--- src/hw/rtl/rtcc_pkg.sv ---
package rtcc_pkg;

	localparam int unsigned WORD_W = 32;
	localparam int unsigned HALF_W = 16;
	localparam int unsigned OPC_W  = 6;
	localparam int unsigned REG_W  = 5;

	// APB register map
	localparam int unsigned APB_ADDR_W = 3;
	localparam int unsigned APB_DATA_W = 32;
	localparam logic        REG_EXPECTED_SUM = 1'b0;   // selected by paddr[2]

	localparam logic [WORD_W-1:0] EXPECTED_SUM_RESET = 32'h0024_99BF;

	// MIPS opcodes of interest
	localparam logic [OPC_W-1:0] OP_JAL   = 6'h03;
	localparam logic [OPC_W-1:0] OP_ADDIU = 6'h09;
	localparam logic [OPC_W-1:0] OP_LUI   = 6'h0F;
	localparam logic [OPC_W-1:0] OP_LW    = 6'h23;

	localparam logic [HALF_W-1:0] JAL_HI_MASK = 16'hFC00;

	typedef logic [WORD_W-1:0] word_t;

	typedef struct packed {
		word_t instruction_word;
		logic  start_of_run;
		logic  end_of_run;
	} item_t;

	typedef struct packed {
		word_t running_sum;
		logic  sum_matches;
		logic  is_final;
	} result_t;

	function automatic logic [OPC_W-1:0] opc_of(input word_t w);
		return w[31:26];
	endfunction

	function automatic logic [REG_W-1:0] rs_of(input word_t w);
		return w[25:21];
	endfunction

	function automatic logic [REG_W-1:0] rt_of(input word_t w);
		return w[20:16];
	endfunction

endpackage

--- src/hw/rtl/rtcc_if.sv ---
interface rtcc_in_if
	import rtcc_pkg::*;
();

	logic  valid;
	logic  ready;
	word_t instruction_word;
	logic  start_of_run;
	logic  end_of_run;

	modport source (output valid, output instruction_word, output start_of_run,
		output end_of_run, input ready);
	modport sink (input valid, input instruction_word, input start_of_run,
		input end_of_run, output ready);
endinterface

interface rtcc_out_if
	import rtcc_pkg::*;
();

	logic  valid;
	logic  ready;
	word_t running_sum;
	logic  sum_matches;
	logic  is_final;

	modport source (output valid, output running_sum, output sum_matches,
		output is_final, input ready);
	modport sink (input valid, input running_sum, input sum_matches,
		input is_final, output ready);
endinterface

--- src/hw/rtl/rtcc_delta.sv ---
module rtcc_delta
	import rtcc_pkg::*;
(
	input  word_t word,
	input  word_t prev,
	output word_t delta
);

	logic [HALF_W-1:0] lo;
	logic [HALF_W-1:0] hi;
	logic [HALF_W-1:0] prev_lo;
	logic              lui_pair;
	logic              is_jal;
	word_t             add_part;
	word_t             sub_part;

	assign lo      = word[15:0];
	assign hi      = word[31:16];
	assign prev_lo = prev[15:0];

	// a LUI feeding an ADDIU or LW on the same register is a relocated address
	assign lui_pair = (opc_of(prev) == OP_LUI)
		&& ((opc_of(word) == OP_ADDIU) || (opc_of(word) == OP_LW))
		&& (rs_of(word) == rt_of(prev))
		&& (rs_of(word) == rt_of(word));

	assign is_jal = (opc_of(word) == OP_JAL);

	assign add_part = {16'd0, lo} + {16'd0, hi};

	always_comb begin
		sub_part = '0;
		if (lui_pair) begin
			sub_part = {16'd0, lo} + {16'd0, prev_lo};
		end else if (is_jal) begin
			sub_part = {16'd0, lo} + {16'd0, hi & JAL_HI_MASK};
		end
	end

	assign delta = add_part - sub_part;

endmodule

--- src/hw/rtl/relocation_tolerant_code_checksum_unit.sv ---
// Relocation-tolerant checksum over a stream of MIPS instruction words. One word
// is taken per cycle while the skid entry is empty; each result is registered,
// and the accumulator update (word contribution, add, compare against
// expected_sum) is done in one pass of combinational logic. A two-entry output
// buffer lets one more input transfer be taken while the result side is
// stalled. expected_sum is written over APB at byte address 0 and should only
// be changed while no results are outstanding.
module relocation_tolerant_code_checksum_unit
	import rtcc_pkg::*;
(
	input  logic                  clk,
	input  logic                  arst_n,
	rtcc_in_if.sink               item_in,
	rtcc_out_if.source            result_out,
	input  logic                  psel,
	input  logic                  penable,
	input  logic                  pwrite,
	input  logic [APB_ADDR_W-1:0] paddr,
	input  logic [APB_DATA_W-1:0] pwdata,
	output logic [APB_DATA_W-1:0] prdata,
	output logic                  pready
);

	word_t   expected_q;
	word_t   acc_q;
	word_t   prev_q;
	result_t out_q;
	result_t skid_q;
	logic    out_valid_q;
	logic    skid_valid_q;

	logic    accept;
	logic    pop;
	word_t   base;
	word_t   prev_sel;
	word_t   delta;
	word_t   new_sum;
	result_t new_res;

	// configuration
	assign pready = 1'b1;
	assign prdata = (paddr[2] == REG_EXPECTED_SUM) ? expected_q : '0;

	always_ff @(posedge clk or negedge arst_n) begin
		if (!arst_n) begin
			expected_q <= EXPECTED_SUM_RESET;
		end else if (psel && penable && pwrite && pready
			&& (paddr[2] == REG_EXPECTED_SUM)) begin
			expected_q <= pwdata;
		end
	end

	// datapath
	assign accept   = item_in.valid && item_in.ready;
	assign pop      = out_valid_q && result_out.ready;
	assign base     = item_in.start_of_run ? '0 : acc_q;
	assign prev_sel = item_in.start_of_run ? '0 : prev_q;

	rtcc_delta u_delta (
		.word  (item_in.instruction_word),
		.prev  (prev_sel),
		.delta (delta)
	);

	assign new_sum = base + delta;

	assign new_res.running_sum = new_sum;
	assign new_res.sum_matches = (new_sum == expected_q);
	assign new_res.is_final    = item_in.end_of_run;

	always_ff @(posedge clk or negedge arst_n) begin
		if (!arst_n) begin
			acc_q  <= '0;
			prev_q <= '0;
		end else if (accept) begin
			acc_q  <= new_sum;
			prev_q <= item_in.instruction_word;
		end
	end

	// output register plus skid entry
	assign item_in.ready = !skid_valid_q;

	always_ff @(posedge clk or negedge arst_n) begin
		if (!arst_n) begin
			out_valid_q  <= 1'b0;
			skid_valid_q <= 1'b0;
		end else begin
			out_valid_q  <= accept || skid_valid_q || (out_valid_q && !pop);
			skid_valid_q <= pop ? 1'b0 : (skid_valid_q || (accept && out_valid_q));
		end
	end

	always_ff @(posedge clk) begin
		if (pop && skid_valid_q) begin
			out_q <= skid_q;
		end
		if (accept) begin
			if (!out_valid_q || (pop && !skid_valid_q)) begin
				out_q <= new_res;
			end else begin
				skid_q <= new_res;
			end
		end
	end

	assign result_out.valid       = out_valid_q;
	assign result_out.running_sum = out_q.running_sum;
	assign result_out.sum_matches = out_q.sum_matches;
	assign result_out.is_final    = out_q.is_final;

	// checks
	a_skid_behind_out: assert property (@(posedge clk) disable iff (!arst_n)
		skid_valid_q |-> out_valid_q)
		else $error("skid entry held without an output entry");

	a_start_restarts: assert property (@(posedge clk) disable iff (!arst_n)
		(accept && item_in.start_of_run) |=> (acc_q == $past(delta)))
		else $error("start of run did not restart the sum");

	a_prev_tracks: assert property (@(posedge clk) disable iff (!arst_n)
		accept |=> (prev_q == $past(item_in.instruction_word)))
		else $error("previous word not captured on transfer");

	a_result_follows: assert property (@(posedge clk) disable iff (!arst_n)
		accept |=> result_out.valid)
		else $error("transfer taken without a result pending");

endmodule

--- src/flat_wrapper.sv ---
// flat-port wrapper written by rule: the top's interface ports become plain ports
module relocation_tolerant_code_checksum_unit_flat import rtcc_pkg::*;
  (clk, arst_n, psel, penable, pwrite, paddr, pwdata, prdata, pready, item_in_valid, item_in_instruction_word, item_in_start_of_run, item_in_end_of_run, item_in_ready, result_out_valid, result_out_running_sum, result_out_sum_matches, result_out_is_final, result_out_ready);
  rtcc_in_if item_in_i ();
  rtcc_out_if result_out_i ();
  input  logic clk;
  input  logic arst_n;
  input  logic psel;
  input  logic penable;
  input  logic pwrite;
  input  logic [APB_ADDR_W-1:0] paddr;
  input  logic [APB_DATA_W-1:0] pwdata;
  output logic [APB_DATA_W-1:0] prdata;
  output logic pready;
  input wire logic [$bits(item_in_i.valid)-1:0] item_in_valid;
  input wire logic [$bits(item_in_i.instruction_word)-1:0] item_in_instruction_word;
  input wire logic [$bits(item_in_i.start_of_run)-1:0] item_in_start_of_run;
  input wire logic [$bits(item_in_i.end_of_run)-1:0] item_in_end_of_run;
  output wire logic [$bits(item_in_i.ready)-1:0] item_in_ready;
  output wire logic [$bits(result_out_i.valid)-1:0] result_out_valid;
  output wire logic [$bits(result_out_i.running_sum)-1:0] result_out_running_sum;
  output wire logic [$bits(result_out_i.sum_matches)-1:0] result_out_sum_matches;
  output wire logic [$bits(result_out_i.is_final)-1:0] result_out_is_final;
  input wire logic [$bits(result_out_i.ready)-1:0] result_out_ready;
  assign item_in_i.valid = item_in_valid;
  assign item_in_i.instruction_word = item_in_instruction_word;
  assign item_in_i.start_of_run = item_in_start_of_run;
  assign item_in_i.end_of_run = item_in_end_of_run;
  assign item_in_ready = item_in_i.ready;
  assign result_out_valid = result_out_i.valid;
  assign result_out_running_sum = result_out_i.running_sum;
  assign result_out_sum_matches = result_out_i.sum_matches;
  assign result_out_is_final = result_out_i.is_final;
  assign result_out_i.ready = result_out_ready;
  relocation_tolerant_code_checksum_unit u_core (.clk(clk), .arst_n(arst_n), .item_in(item_in_i), .result_out(result_out_i), .psel(psel), .penable(penable), .pwrite(pwrite), .paddr(paddr), .pwdata(pwdata), .prdata(prdata), .pready(pready));
endmodule
--- config.mk ---
export PLATFORM = sky130hd
export DESIGN_NAME = relocation_tolerant_code_checksum_unit_flat
export DESIGN_NICKNAME = d
export VERILOG_FILES = /design/src/hw/rtl/rtcc_pkg.sv /design/src/hw/rtl/rtcc_if.sv /design/src/hw/rtl/rtcc_delta.sv /design/src/hw/rtl/relocation_tolerant_code_checksum_unit.sv /design/src/flat_wrapper.sv
export SDC_FILE = /design/constraint.sdc
export NUM_CORES = 1
export LEC_CHECK = 0
export ABC_CLOCK_PERIOD_IN_PS = 9100
export BUFFER_PORTS_ARGS = -buffer_cell sky130_fd_sc_hd__buf_2
export CAP_MARGIN = 10
export CORE_MARGIN = 5
export CORE_UTILIZATION = 60
export CTS_BUF_LIST = sky130_fd_sc_hd__clkbuf_16
export DETAILED_ROUTE_END_ITERATION = 10
export GPL_TIMING_DRIVEN = 0
export PLACE_DENSITY = 0.79
export SYNTH_ARGS = -nofsm -noshare
export SYNTH_HDL_FRONTEND = slang
export SYNTH_HIERARCHICAL = 1
export SYNTH_SLANG_ARGS = --single-unit
--- constraint.sdc ---
create_clock -name clk -period 9.1 [get_ports clk]
set_input_delay 0 -clock clk [delete_from_list [all_inputs] [get_ports clk]]
set_output_delay 0 -clock clk [all_outputs]
set_load 0.02 [all_outputs]
==> metrics.txt, run 1 <==
status finished, final reports clean; CTS tree yes; P_leak between 6 and 7 nW; Slew headroom 0.349; Starting Density 0.613; CP Data Required Time 9380 ps; I/O pins around 150; most used cell, CP clkbuf_1; CP Launch Type primary input; clock transition at the registers of the reported paths approximately 60 ps; Worst EP arrival 8660 ps; CTS Buf Count 17; Synth-to-Final Area Change 19.9%; Mapped Area 0.0115 sq mm; initial drt markers 887; critical path capture point type flop; Final Max Tran Viols 0; pin count of the biggest net entering global routing 52; Critical path origin item_in_start_of_run; CP max FO 10; Hold Slack 102 ps; Via density 6.05; CTS sink count about 160; setup TNS 0 ps; synth warn 6; Max H-tree Level 4; Final #Nets 1,582; Reg power frac 0.306; DIE AREA 0.0220 sq mm; clock latency on the worst-skew pair 430 ps; R2R Path Start u_core/prev_q[0]; aggregate global-route resource usage 0.299; critical path class primary input to flop; combinational power share 0.492; Max clock buf depth 2; Worst-Margin Slew 976 ps; PD cells 264 mW/mm^2; port bufs 140; drt first pass iters 6; Hold Path Class primary input to asynchronous set/reset pin; Final ANT Viol Nets 0; final period utilization 0.922; Critical Path Slowest Stage Cell a211oi_1; switching portion of total power 0.412; Die Span Y 148 microns; Post-CTS Resized 0; Max Clock Skew 8.46 ps; ant diodes 0; CTS Root Cell clkbuf_16; sw power 1.50 mW; detailed placer's ending HPWL 24.1 mm; GR Overflow Total 0; share of cells above drive strength 1 0.221; CP peak stage delay 750 ps; Residual DRC 0; Final Hold Viols 0; Mapped Nets 1,357; IR drop worst, VDD between 0.00015 and 0.0002 V; RSZ-0062 raised after global routing no; row count 50; Syn Area/Cell 9.66 sq um; clock power share 0.202; WL/cell about 20 microns; initial antenna violation count 0; Die W 148 microns; fmax around 120 MHz; vias in the first global route 9,806; Placer Congestion 0.984; Mapped Cells 1,191; Internal Power 2.14 mW; max_cap viols 0; first-pass GRT wire length 52.1 mm; vias 10.1k; WL final ~33 mm; endpoints failing setup 0; core area 0.0188 sq mm; Final Critical Period between 8000 and 9000 ps
-- timing repair --
action / 4_1_cts / 5_1_grt
hold buffers: 64 / 0
endpoints found under the hold margin: 105 / 0
buffers inserted: 0 / 0
-- routing by layer --
| layer | global-route usage | part of all wire | up-vias |
|---|---|---|---|
| met5 | 0 | 0 | - |
| met4 | 0.0975 | 0.026 | 0 |
| met3 | 0.0509 | 0.080 | 60 |
| met2 | 0.474 | 0.45 | 445 |
| met1 | 0.419 | 0.44 | 4823 |
| li1 | - | - | 4732 |
-- power by group through the flow --
| stage | sequential, mW | clock, mW | combinational (mW) |
|---|---|---|---|
| after floorplan | 1.16 | 0 | 1.19 |
| after CTS | 1.11 | 0.750 | 1.76 |
| after global placement | 1.11 | 0 | 1.68 |
| after detailed placement | 1.12 | 0 | 1.72 |
| final | 1.11 | 0.737 | 1.79 |
| after global routing | 1.14 | 0.782 | 1.94 |
-- cell usage in the layout (no fill, tap or decap), types with 4 or more instances in the layout --
master and count:
a211o_1 5, a211oi_1 14, a21o_1 12, a21oi_1 93
a221oi_1 4, a22oi_1 12, a31oi_1 16, and2_1 5
and3_1 11, buf_1 4, buf_2 151, clkbuf_1 37
clkbuf_16 17, dfrtp_1 80, dfstp_2 13, dfxtp_1 34
dlygate4sd3_1 64, edfxtp_1 34, fa_1 19, ha_1 71
inv_1 42, mux2_2 89, mux2i_1 29, nand2_1 74
nand2b_1 4, nand3_1 19, nand4_1 10, nor2_1 92
nor2b_1 87, nor3_1 13, o211ai_1 9, o21a_1 10
o21ai_0 69, o22ai_1 4, o31ai_1 4, or3_1 4
xnor2_1 41, xor2_1 41
-- state kept, by name, summed over array words and instances (netlist names) --
signal and flops:
u_core/prev_q 27, u_core/result_out.is_final 1, u_core/skid_valid_q 1, u_core/result_out.valid 1
u_core/result_out.running_sum 32, u_core/expected_q 32, u_core/skid_q 34, u_core/acc_q 32
u_core/result_out.sum_matches 1
-- cell type report --
cell class | count | area (sq um)
multi-input combinational | 934 | 7070
buffer | 56 | 243
sequential | 161 | 4050
fill | 1380 | 4970
timing repair buffer | 206 | 1400
clock inverter | 15 | 169
clock buffer | 17 | 425
tap | 234 | 293
inverter | 40 | 150
-- per-stage QoR --
stage | instances | util | area [sq um] | total power [mW] | worst slack, ps
after floorplan | 1191 | - | 11500 | 2.35 | 2140
after detailed placement | 1567 | 0.669 | 12600 | 2.84 | 517
after global placement | 1565 | 0.666 | 12500 | 2.79 | 502
after global routing | 1663 | 0.735 | 13800 | 3.86 | 281
after CTS | 1663 | 0.735 | 13800 | 3.62 | 942
final | 1663 | 0.735 | 13800 | 3.64 | 713
-- path summary, 6_finish.rpt --
| check | end | slack, ps | depth (start not counted) |
|---|---|---|---|
| worst min register to register | u_core/acc_q[26] | 480 | 2 |
| min in group clk | u_core/expected_q[29] | 260 | 3 |
| worst max register to register | u_core/skid_q[1] | 820 | 30 |
| max in group asynchronous | u_core/expected_q[7] | 8270 | 3 |
| worst max-delay path | u_core/skid_q[1] | 710 | 29 |
| worst min-delay path | u_core/prev_q[2] | 100 | 2 |
-- critical path: cells and delay by family --
kind	cells	cell delay (ps)
buffers and inverters	5	1910
AO/OA/AOI/OAI	10	2940
adder cells (fa/ha/maj)	3	1210
XOR/XNOR	1	150
AND/OR/NAND/NOR	10	2460
Power figures use the tool's default switching activity.
==> run 2: changes to the inputs <==
--- a/config.mk
+++ b/config.mk
@@ -5,6 +5,7 @@
 export SDC_FILE = /design/constraint.sdc
 export NUM_CORES = 1
 export LEC_CHECK = 0
+export ABC_AREA = 1
 export ABC_CLOCK_PERIOD_IN_PS = 9100
 export BUFFER_PORTS_ARGS = -buffer_cell sky130_fd_sc_hd__buf_2
 export CAP_MARGIN = 10
@@ -16,5 +17,4 @@
 export PLACE_DENSITY = 0.79
 export SYNTH_ARGS = -nofsm -noshare
 export SYNTH_HDL_FRONTEND = slang
-export SYNTH_HIERARCHICAL = 1
 export SYNTH_SLANG_ARGS = --single-unit
==> run 2 against run 1 <==
Effect of this change: the run now ends with hold timing left; routed wire length increased by 17%; power up 29%; critical endpoint is now u_core.skid_q[1]; sequential cell count is the same; clock power increased by 3%; register-to-register slack improved by 2000 ps; clock skew rose by 13 ps; largest cell class unchanged.
==> metrics.txt, run 2 <==
setup TNS 0 ps; CP peak stage delay 730 ps; clock transition at the registers of the reported paths roughly 80 ps; DIE AREA about 0.023 sq mm; R2R Path Start u_core.prev_q[2]; Top reg by flops u_core.skid_q; max reg flops 34; fillers 1,623; Max Clock Skew 21.4 ps; aggregate global-route resource usage 0.348; ranking of synthesized cells by area dfrtp_1, nand2_1, inv_1; r2r endpoint u_core.skid_q[1]; fmax 158 MHz; I/O pins 145; max_cap viols 0; pin count of the biggest net entering global routing 49; top post-synthesis cells by count nand2_1, inv_1, nor2_1; Mapped Area 0.0118 sq mm; Slew headroom 0.396; Starting Density 0.607; status finished with violations; top-count cell post-synth nand2_1; first-pass GRT wire length 60.5 mm; Final Hold Viols 1; leading area contributor after synthesis dfrtp_1; critical path class primary input to flop; endpoints failing setup 0; Mapped Nets 1,860; CTS Buf Count 17; GR Overflow Total 0; Final #Nets 2,082; CTS sink count 161; Synth-to-Final Area Change 19.8%; Post-synth EDFFs 34; clock latency on the worst-skew pair 450 ps; CP Data Required Time 9370 ps; final period utilization 0.694; Critical path origin item_in_start_of_run; PD cells ~330 mW/mm^2; R2R setup slack around 2800 ps; vias in the first global route 11.7k; initial antenna violation count 0; CTS Root Cell clkbuf_16; ys flop type dfrtp_1; HP Start item_in_instruction_word[27]; ys async rst share 0.578; Hold Slack -3.05 ps; Die Span Y 150 microns; Synth cell types 47; Worst EP arrival 6590 ps; Post-CTS Resized 0; Critical Path Slowest Stage Cell o21ai_0; Max H-tree Level 4; CP max FO 10; Via density 5.54; WL final 38.4 mm; commonest non-fill, non-tap cell in the layout nand2_1; port bufs 139; hold endpoint u_core.prev_q[27]; Residual DRC 0; synth warn 0; WL/cell 17.6 microns; WHS Path Cells 3; failing checks hold timing; Hold Path Class primary input to flop; Max clock buf depth 2; reg2reg path depth 31; Syn Area/Cell 7.03 sq um; P_leak 7.54 nW; Die W 150 microns; detailed placer's ending HPWL 29.9 mm; Synth top area share 0.169; row count between 50 and 60; CP Launch Type primary input; vias ~12k; critical path capture point type flop; share of cells above drive strength 1 0.128; Final ANT Viol Nets 0; overall power 4.70 mW; Final Critical Period 6310 ps; RSZ-0062 raised after global routing no; Worst-Margin Slew 896 ps; Placer Congestion about 1; CTS tree yes; most frequent cells in the layout nand2_1, inv_1, nor2_1, buf_2, o21ai_0; Final Max Tran Viols 0; Final Util 0.728; initial drt markers 1,074; most used cell, CP nand2_1; Mapped Cells about 1.7k; drt first pass iters 5; IR drop worst, VDD about 0.00025 V; ant diodes 0; post-synthesis sequential area ratio 0.342; Yosys reg bits around 160; core area 0.0195 sq mm
==> run 2: cell count changes in the layout (fill, tap and decap cells not counted), moves of 47 or more <==
cell,previous run,this run
mux2_2,89,0
nor2b_1,87,0
nand2_1,74,399
nor2_1,92,212
o21ai_0,69,116
inv_1,42,294
nand3_1,19,98
==> run 2: final cells by class <==
| cell class | count | area [sq um] | area share |
|---|---|---|---|
| multi-input cells | 1177 | 6480 | 0.458 |
| flip-flops and latches | 161 | 4050 | 0.286 |
| repair buffers | 203 | 1370 | 0.0970 |
| inverters | 300 | 1130 | 0.0795 |
| clock buffers | 17 | 425 | 0.0300 |
| well taps | 265 | 332 | 0.0234 |
| clock inverters | 15 | 201 | 0.0142 |
| plain buffers | 43 | 175 | 0.0124 |
==> run 2: worst max-delay path by stage <==
stage               slack, ps  depth (start not counted)               end
floorplan                4300                         31  u_core.skid_q[1]
global placement         2590                         32  u_core.skid_q[1]
detailed placement       2610                         32  u_core.skid_q[1]
CTS                      2950                         31  u_core.skid_q[1]
global route             2430                         31  u_core.skid_q[1]
finish                   2790                         32  u_core.skid_q[1]
==> run 2: through the flow <==
stage               cell area (sq um)  cells  hold slack [ps]  setup WS [ps]
detailed placement              12900   2087             85.3           2610
global route                    14200   2181             58.7           2430
CTS                             14200   2181             3.64           2950
floorplan                       11800   1681             -296           4300
finish                          14200   2181            -3.05           2790
global placement                12800   2085              193           2590
==> run 2: routing by layer <==
metal | wire length (microns) | vias to the layer above | global-route usage
met5 | 0 | - | 0
met4 | 1620 | 0 | 0.143
met3 | 3450 | 102 | 0.0509
met2 | 17400 | 628 | 0.555
met1 | 15900 | 5577 | 0.477
li1 | - | 5781 | -
==> run 2: logic make-up (layout without fill, tap and decap cells) <==
group | after synthesis | after routing | share of synthesized area
adder cells (fa/ha/maj) | 103 | 103 | 0.131
other | 1 | 1 | 0.000317
XOR/XNOR | 18 | 18 | 0.0157
AND/OR/NAND/NOR | 792 | 792 | 0.283
AO/OA/AOI/OAI | 263 | 263 | 0.119
flip-flops | 161 | 161 | 0.342
buffers and inverters | 343 | 578 | 0.110
==> run 2: report_power, final <==
group / internal [mW] / total (mW) / leakage, nW / switching (mW)
registers: 1.02 / 1.14 / 1.68 / 0.114
clock network: 0.379 / 0.757 / 0.302 / 0.378
logic: 0.872 / 2.81 / 5.57 / 1.94
total: 2.27 / 4.70 / 7.54 / 2.43
==> run 2: critical path: cells and delay by family <==
kind                       cells  cell delay (ps)
xor gates and xnor gates       1              210
adders and majority gates      4             1800
and+or+nand+nor               17             1950
AOI/OAI and AO/OA              6             1690
buffers and inverters          4              910
==> run 2: what timing repair did <==
item | in CTS | in global routing
hold buffers | 62 | 0
endpoints found under the hold margin | 99 | 0
setup buffers | 0 | 0
